File: config.mk
export PLATFORM = sky130hd
export DESIGN_NAME = mrc_frame_core
export DESIGN_NICKNAME = d
export VERILOG_FILES = /design/src/rtl/mrc_pkg.sv /design/src/rtl/mrc_frame_core.sv
export VERILOG_INCLUDE_DIRS = /design/src /design/src/rtl
export SDC_FILE = /design/constraint.sdc
export NUM_CORES = 1
export LEC_CHECK = 0
export BUFFER_PORTS_ARGS = -buffer_cell sky130_fd_sc_hd__buf_2
export CORE_UTILIZATION = 52
export CTS_BUF_LIST = sky130_fd_sc_hd__clkbuf_8 sky130_fd_sc_hd__clkbuf_16
export DETAILED_ROUTE_END_ITERATION = 7
export PLACE_DENSITY = 0.76
export SETUP_SLACK_MARGIN = 0.3
export SLEW_MARGIN = 20
export SYNTH_ARGS = -nofsm -noshare
export SYNTH_HDL_FRONTEND = slang
export SYNTH_SLANG_ARGS = --single-unit
File: constraint.sdc
create_clock -name clk -period 3.16 [get_ports clk]
set_input_delay 0.474 -clock clk [delete_from_list [all_inputs] [get_ports clk]]
set_output_delay 0.474 -clock clk [all_outputs]
set_load 0.05 [all_outputs]
File: src/rtl/assert_macros.svh
// assertion macros used by the checker rtl
// expects clk and rst_n in the scope that uses them
`ifndef ASSERT_MACROS_SVH
`define ASSERT_MACROS_SVH

// property holds at every rising clock edge outside reset
`define MRC_ASSERT(lbl, prop, msg) \
  lbl: assert property (@(posedge clk) disable iff (!rst_n) prop) else $error(msg);

// condition never true outside reset
`define MRC_ASSERT_NEVER(lbl, cond, msg) \
  `MRC_ASSERT(lbl, !(cond), msg)

`endif

File: src/rtl/mrc_pkg.sv
// types, constants and crc step function for the modbus reply checker
// no dependencies
package mrc_pkg;

  localparam int RSP_LEN   = 15;
  localparam int DATA_LEN  = 10;
  localparam int HDR_LEN   = 3;
  localparam int STORE_END = HDR_LEN + DATA_LEN;
  localparam int IDX_W     = 5;
  localparam logic [IDX_W-1:0] IDX_MAX  = '1;
  localparam logic [IDX_W-1:0] IDX_LAST = IDX_W'(RSP_LEN - 1);
  localparam logic [15:0] CRC_INIT = 16'hFFFF;
  localparam logic [15:0] CRC_POLY = 16'hA001;
  localparam logic [7:0]  NODE_RST = 8'h01;
  localparam logic [6:0]  FUNC_RST = 7'h03;

  typedef enum logic [2:0] {
    ST_OK         = 3'd0,
    ST_LENGTH     = 3'd1,
    ST_NODE       = 3'd2,
    ST_EXCEPTION  = 3'd3,
    ST_FUNCTION   = 3'd4,
    ST_BYTE_COUNT = 3'd5,
    ST_CRC        = 3'd6
  } status_t;

  typedef enum logic {
    CFG_NODE = 1'b0,
    CFG_FUNC = 1'b1
  } cfg_idx_t;

  typedef struct packed {
    logic [7:0] rx_byte;
    logic       frame_end;
  } rx_item_t;

  typedef struct packed {
    status_t     status;
    logic [7:0]  exception_code;
    logic [15:0] level_mm;
    logic [15:0] range_mm;
    logic [15:0] offset_mm;
    logic [15:0] baud_code;
    logic [15:0] node_register;
  } result_t;

  // reflected crc-16, one byte unrolled
  function automatic logic [15:0] crc_byte(logic [15:0] crc, logic [7:0] b);
    logic [15:0] c;
    c = crc ^ {8'h00, b};
    for (int k = 0; k < 8; k++) begin
      c = c[0] ? ((c >> 1) ^ CRC_POLY) : (c >> 1);
    end
    return c;
  endfunction

endpackage

File: src/rtl/mrc_frame_core.sv
// frame state, crc, byte stores and result decode
// depends on mrc_pkg and assert_macros.svh
`include "assert_macros.svh"

module mrc_frame_core (
  input  logic              clk,
  input  logic              rst_n,
  input  logic              step,
  input  mrc_pkg::rx_item_t item,
  input  logic              cfg_we,
  input  logic              cfg_index,
  input  logic [7:0]        cfg_wdata,
  output logic              res_valid,
  output mrc_pkg::result_t  res
);
  import mrc_pkg::*;

  logic [7:0]       node_r;
  logic [6:0]       func_r;
  logic [IDX_W-1:0] idx_r;
  logic [IDX_W-1:0] idx_nxt;
  logic [15:0]      crc_r;
  logic [15:0]      crc_nxt;
  logic [7:0]       td0_r;
  logic [7:0]       td1_r;
  logic [7:0]       hdr_r [HDR_LEN];
  logic [7:0]       data_r [DATA_LEN];
  logic [IDX_W-1:0] dofs;
  logic [15:0]      rx_crc;
  logic [15:0]      distance;
  logic [15:0]      rng;
  status_t          status;

  assign crc_nxt  = (idx_r >= IDX_W'(2)) ? crc_byte(crc_r, td1_r) : crc_r;
  assign idx_nxt  = (idx_r == IDX_MAX) ? idx_r : idx_r + IDX_W'(1);
  assign rx_crc   = {item.rx_byte, td0_r};
  assign dofs     = idx_r - IDX_W'(HDR_LEN);
  assign distance = {data_r[0], data_r[1]};
  assign rng      = {data_r[2], data_r[3]};

  always_comb begin
    if (idx_r != IDX_LAST) begin
      status = ST_LENGTH;
    end else if (hdr_r[0] != node_r) begin
      status = ST_NODE;
    end else if (hdr_r[1][7]) begin
      status = ST_EXCEPTION;
    end else if (hdr_r[1] != {1'b0, func_r}) begin
      status = ST_FUNCTION;
    end else if (hdr_r[2] != 8'(DATA_LEN)) begin
      status = ST_BYTE_COUNT;
    end else if (crc_nxt != rx_crc) begin
      status = ST_CRC;
    end else begin
      status = ST_OK;
    end
  end

  always_comb begin
    res                = '0;
    res.status         = status;
    res.exception_code = (status == ST_EXCEPTION) ? hdr_r[2] : 8'h00;
    if (status == ST_OK) begin
      res.level_mm      = rng - distance;
      res.range_mm      = rng;
      res.offset_mm     = {data_r[4], data_r[5]};
      res.baud_code     = {data_r[6], data_r[7]};
      res.node_register = {data_r[8], data_r[9]};
    end
  end

  assign res_valid = step && item.frame_end;

  always_ff @(posedge clk) begin
    if (!rst_n) begin
      node_r <= NODE_RST;
      func_r <= FUNC_RST;
      idx_r  <= '0;
      crc_r  <= CRC_INIT;
      td0_r  <= '0;
      td1_r  <= '0;
    end else begin
      if (cfg_we) begin
        if (cfg_idx_t'(cfg_index) == CFG_NODE) begin
          node_r <= cfg_wdata;
        end else begin
          func_r <= cfg_wdata[6:0];
        end
      end
      if (step) begin
        if (item.frame_end) begin
          idx_r <= '0;
          crc_r <= CRC_INIT;
          td0_r <= '0;
          td1_r <= '0;
        end else begin
          idx_r <= idx_nxt;
          crc_r <= crc_nxt;
          td0_r <= item.rx_byte;
          td1_r <= td0_r;
        end
      end
    end
  end

  always_ff @(posedge clk) begin
    if (step) begin
      if (idx_r < IDX_W'(HDR_LEN)) begin
        hdr_r[idx_r[1:0]] <= item.rx_byte;
      end else if (idx_r < IDX_W'(STORE_END)) begin
        data_r[dofs[3:0]] <= item.rx_byte;
      end
    end
  end

  `MRC_ASSERT(a_frame_clear,
    step && item.frame_end |=> idx_r == '0 && crc_r == CRC_INIT,
    "frame state not cleared after last byte")
  `MRC_ASSERT(a_idx_count,
    step && !item.frame_end && idx_r != IDX_MAX |=> idx_r == $past(idx_r) + IDX_W'(1),
    "byte index did not advance")
  `MRC_ASSERT(a_idle_hold,
    !step |=> $stable(crc_r) && $stable(idx_r),
    "frame state moved without a request")
  `MRC_ASSERT_NEVER(a_ok_len,
    res_valid && res.status == ST_OK && idx_r != IDX_LAST,
    "ok status on a frame of wrong length")
  `MRC_ASSERT_NEVER(a_exc_code,
    res_valid && res.status != ST_EXCEPTION && res.exception_code != 8'h00,
    "exception code without exception status")

endmodule

Word-level counts from Yosys, hierarchy flattened:

Memory sizes are Yosys's and may differ from the RTL's.
Index checks and enable logic that the tools add are counted.

* flip-flop bits (word level): 52
* RAM bits: 104
* bits of input ports: 22
* memories: 2

* $add $sub $neg: 3
* order comparisons: 3
* eq/ne operators: 8
* mux-type cells: 29
* bitwise gates (word level): 10
* reduce and logical (&&, ||, !) cells: 5

Memory list
* data_r: words 10, bits a word 8, rd ports 10, clocked after Yosys merged registers in 0, wr ports 1, line mrc_frame_core.sv:27 `logic [7:0] data_r [DATA_LEN];`
* hdr_r: words 3, bits a word 8, rd ports 3, clocked after Yosys merged registers in 0, wr ports 1, line mrc_frame_core.sv:26 `logic [7:0] hdr_r [HDR_LEN];`

Operator list (number)
* two-way mux 16 bit: 10
* two-way mux 80 bit: 1
* two-way mux 8 bit: 3
* NOT 2 -> 3 bit: 8
* two-way mux 3 bit: 6
* inequality test 16 bit: 1
* subtractor 16 bit: 1
* XOR 16 x 8 -> 16 bit: 1
* two-way mux 5 bit: 2
* inequality test 8 x 4 -> 1 bit, second input constant: 1
* inequality test 8 x 7 -> 1 bit: 1
* inequality test 8 bit: 1
* two-way mux 1 bit: 7
* AND reduction 2 bit: 3
* adder 5 x 1 -> 5 bit, second input constant: 1
* == test 5 bit, second input constant: 1
* greater-or-equal comparator 5 x 2 -> 1 bit, second input constant: 1
* < comparator 5 x 2 -> 1 bit, second input constant: 1
* < comparator 5 x 4 -> 1 bit, second input constant: 1
* inequality test 5 x 4 -> 1 bit, second input constant: 1
* subtractor 4 x 2 -> 4 bit, second input constant: 1
* == test 3 x 2 -> 1 bit, second input constant: 1
* logical NOT 3 bit: 1
* inequality test 2 bit, second input constant: 1
* 2 further kinds: 2

Logic depth before layout (Yosys ltp):

* depth after elaboration: 27
* depth in mapped cells: 12

Least setup slack after synthesis:

Ideal clock, no wire load.

* kind: register to output
* start: register idx_r[0]
* end: output port res[78] (netlist name)
* arrival time: 3.538 ns
* setup slack: -0.852 ns
* stages on the path, launching flop included: 13
* path buffers: 3
* path through: dfxtp_1 > inv_1 > ha_1 > or4_4 > or2_1 > buf_6 > buf_6 > mux2i_1 > xor2_1 > nand4_1 > nor4b_4 > buf_6 > a21boi_1

RTL lines
* start, declared: line mrc_frame_core.sv:20 `logic [IDX_W-1:0] idx_r;`
* start signal, assigned: line mrc_frame_core.sv:97 `idx_r <= idx_nxt;`
* end, declared: line mrc_frame_core.sv:14 `output mrc_pkg::result_t res`

==> impl_metrics.yaml <==
outcome:
  status: "finished with violations"
  violations: "negative setup slack"
sta:
  setup_viol: 82
  slew_viol_final: 0
  finalHoldViolations: 0
  finalCritPeriodShare: 1.28
  fin_tns_setup_ns: -64.27
  max_slew_margin: 0.491
  tightest_slew_ns: 0.761
  setup_ws_ns: -0.887
  hold_slack_ns: 0.290
  period_needed_ns: 4.05
  clock-skew-final_ns: 0.00829
  fmax_mhz: 247
  rsz0062_at_grt: "true"
clock_tree:
  tritoncts: "built"
  cts_buffers: 17
  cts_hold_buf: 0
  htreeDepth: 4
  root_buffer: "clkbuf_16"
  clockBufferDepth: 2
  clk_pin_slew_ns: 0.06
  clk_latency_ns: 0.44
  clkSinkCount: 156
global_routing:
  antenna_found_initial: 0
  grt_pass1_vias: 5677
  grt_pass1_wl_microns: 29600
  grtUsageTotal: 0.265
  grt_start_max_net_pins: 31
  grt-ovfl-total: 0
yosys:
  synthAdderAreaFrac: 0.0391
  yosysTopAreaCell: "edfxtp_1"
  ys.flop_type: "edfxtp_1"
  synth_cell_type_count: 55
  syn_area_per_cell_sq_um: 11.1
  synth.mux.area_fraction: 0.0305
  synth_xor_area_frac: 0.0819
  mappedNetlistArea_sq_mm: 0.00756
  synth-simple-area-share: 0.198
  yosys_warnings: 0
  syn_inst: 679
  synth-edff-count: 104
  synth_top_family_by_area: "simple AND/OR/NAND/NOR gates"
  synth-compound-area-share: 0.0677
  ys_seq_elements: 156
  syn_nets: 724
  yosys.area.top_type_share: 0.413
  synthTopCellsByArea: "edfxtp_1, dfxtp_1, and2_1"
  seq_area_frac_synth: 0.551
  async_reset_ff_frac: 0
route:
  vias: 5821
  dr.pass1.iters: 7
  viasPerCell: 5.55
  first_iter_violations: 347
  drt-wirelength-per-cell_microns: 18.9
  drcViolationCount: 0
  routed_wirelength_microns: 19800
  ant_nets: 0
critical_path:
  crit_fanout: 7
  path_class: "flip-flop to output pin"
  r2r_start: "idx_r[0]"
  arrival_ns: 3.57
  crit_path_max_incr_delay_ns: 0.42
  r2r_slack_ns: 0.57
  worstPathRequired_ns: 2.69
  path_common_cell: "buf_6"
  startpoint: "idx_r[0]"
  crit_slowest_cell: "or4_4"
  crit_path_start_kind: "flip-flop"
  endpoint: "res[26]"
  path_depth: 15
  crit_chain: "inv_4 -> ha_4 -> or4_4 -> or2_4 -> buf_12 -> buf_8 -> mux2i_1 -> xor2_1 -> nand4_1 -> nor4b_4 -> buf_6 -> buf_12 -> buf_6 -> and2_2 -> buf_6"
  rr_worst_depth: 8
  crit_family: "simple AND/OR/NAND/NOR gates"
  cp-end-kind: "output pin"
  critPathBufInv: 7
  regToRegEndpoint: "data_r[8][0]"
floorplan:
  die_h_microns: 123
  core_sq_mm: 0.0140
  rows: 43
  dieArea_sq_mm: 0.0150
  initial_core_util: 0.538
  io_pins: 114
  die_w_microns: 123
final_layout:
  final_cell_mix: "edfxtp_1, nand2_1, buf_4"
  fill_cells: 822
  fin_nets: 901
  drive_gt1_frac: 0.361
  final_area_sq_mm: 0.0105
  layout_commonest_cell: "edfxtp_1"
  antenna_cells: 0
  final_cells: 1049
  area_growth_pct: 38.5
hold_path:
  hp-class: "primary input to flip-flop"
placement:
  placedInstanceArea_sq_mm: 0.00881
  hpwl_microns: 12400
  routabilityCongestion: 0.935
  placedCellCount: 997
  port_buffers: 113
pwr:
  total_power_mw: 4.60
  ir_drop_mv: 0.372
  p_leak_nw: 4.34
  p_per_area_mw_per_mm2: 439
run:
  drv_cap: 0
[registers in the layout, summed over array words and instances, names as in the netlist]
signal,count
crc_r,16
data_r,80
func_r,7
hdr_r,24
idx_r,5
node_r,8
td0_r,8
td1_r,8
[how the worst min path moves through the flow]
stage                      to  cells after the start  slack, ns         start
floorplan           func_r[6]                      2       0.46     func_r[6]
global placement    func_r[5]                      2       0.47     func_r[5]
detailed placement  func_r[5]                      2       0.47     func_r[5]
CTS                 node_r[0]                      3       0.28  cfg_wdata[0]
global route        node_r[0]                      3       0.30  cfg_wdata[0]
finish              node_r[0]                      3       0.29  cfg_wdata[0]
[what timing repair did]
action                     in CTS  in global routing
buffers inserted                8                  6
pin swaps                       4                 22
resized for setup             190                 70
cloned                          3                  3
setup endpoints to repair      82                 83
[worst register-to-register path, cell delays in order, from the launching register on]
cell     delay, ns
dfxtp_4       0.35
inv_4         0.06
buf_4         0.10
buf_4         0.09
buf_4         0.11
a21oi_1       0.06
nor4b_1       0.63
nand2_1       0.23
nor2b_1       0.59
[routing by layer]
| metal | vias to the layer above | global-route usage | part of all wire |
|---|---|---|---|
| met5 | - | 0 | 0 |
| met4 | 0 | 0.111 | 0.031 |
| li1 | 2731 | - | - |
| met1 | 2806 | 0.324 | 0.41 |
| met2 | 239 | 0.459 | 0.51 |
| met3 | 45 | 0.0479 | 0.052 |
[synth_stat cells, drive strengths merged, types with 2 or more instances]
cell / number
edfxtp: 104
and2: 78
nand2: 68
dfxtp: 52
nor2: 37
xor2: 34
xnor2: 28
clkbuf: 27
inv: 26
mux2i: 23
ha: 22
nand3: 20
a21oi: 16
a21boi: 13
nor2b: 13
nor3: 12
and3: 11
o21ai: 11
nor4: 9
nand2b: 7
nand4: 7
o211ai: 7
a31oi: 6
nor3b: 5
o21a: 4
a21o: 3
a22oi: 3
buf: 3
o31a: 3
or3: 3
a41oi: 2
nor4b: 2
o22ai: 2
or2: 2
or4: 2
xnor3: 2
[per-stage QoR]
stage / setup WS, ns / util
2_1_floorplan: -0.351 / -
4_1_cts: -0.769 / 0.724
3_3_place_gp: -0.356 / 0.627
6_report: -0.887 / 0.746
5_1_grt: -0.972 / 0.746
3_5_place_dp: -0.427 / 0.627
[layout make-up]
| cell class | count | area, sq um | share of cell area |
|---|---|---|---|
| Clock buffer | 20 | 489 | 0.0467 |
| Clock inverter | 12 | 108 | 0.0103 |
| Timing Repair Buffer | 188 | 2000 | 0.191 |
| Multi-Input combinational cell | 467 | 3380 | 0.323 |
| Inverter | 26 | 100 | 0.00956 |
| Sequential cell | 156 | 4170 | 0.398 |
| Tap cell | 180 | 225 | 0.0215 |
[logic make-up (layout without fill, tap and decap cells)]
group                      after synthesis  after routing
AOI/OAI and AO/OA                       77             77
and+or+nand+nor                        279            279
xor gates and xnor gates                65             65
DFF                                    156            156
muxes                                   23             23
buffers and inverters                   56            246
adders and majority gates               23             23
[report_power, final]
part           total (mW)  internal, mW  leakage (nW)  switching (mW)
logic               0.329         0.145          2.68           0.184
clock network        2.03          1.15         0.298           0.881
registers            2.24          2.21          1.37          0.0274
total                4.60          3.51          4.34            1.09
No activity file was read; power rests on OpenSTA's default activity.
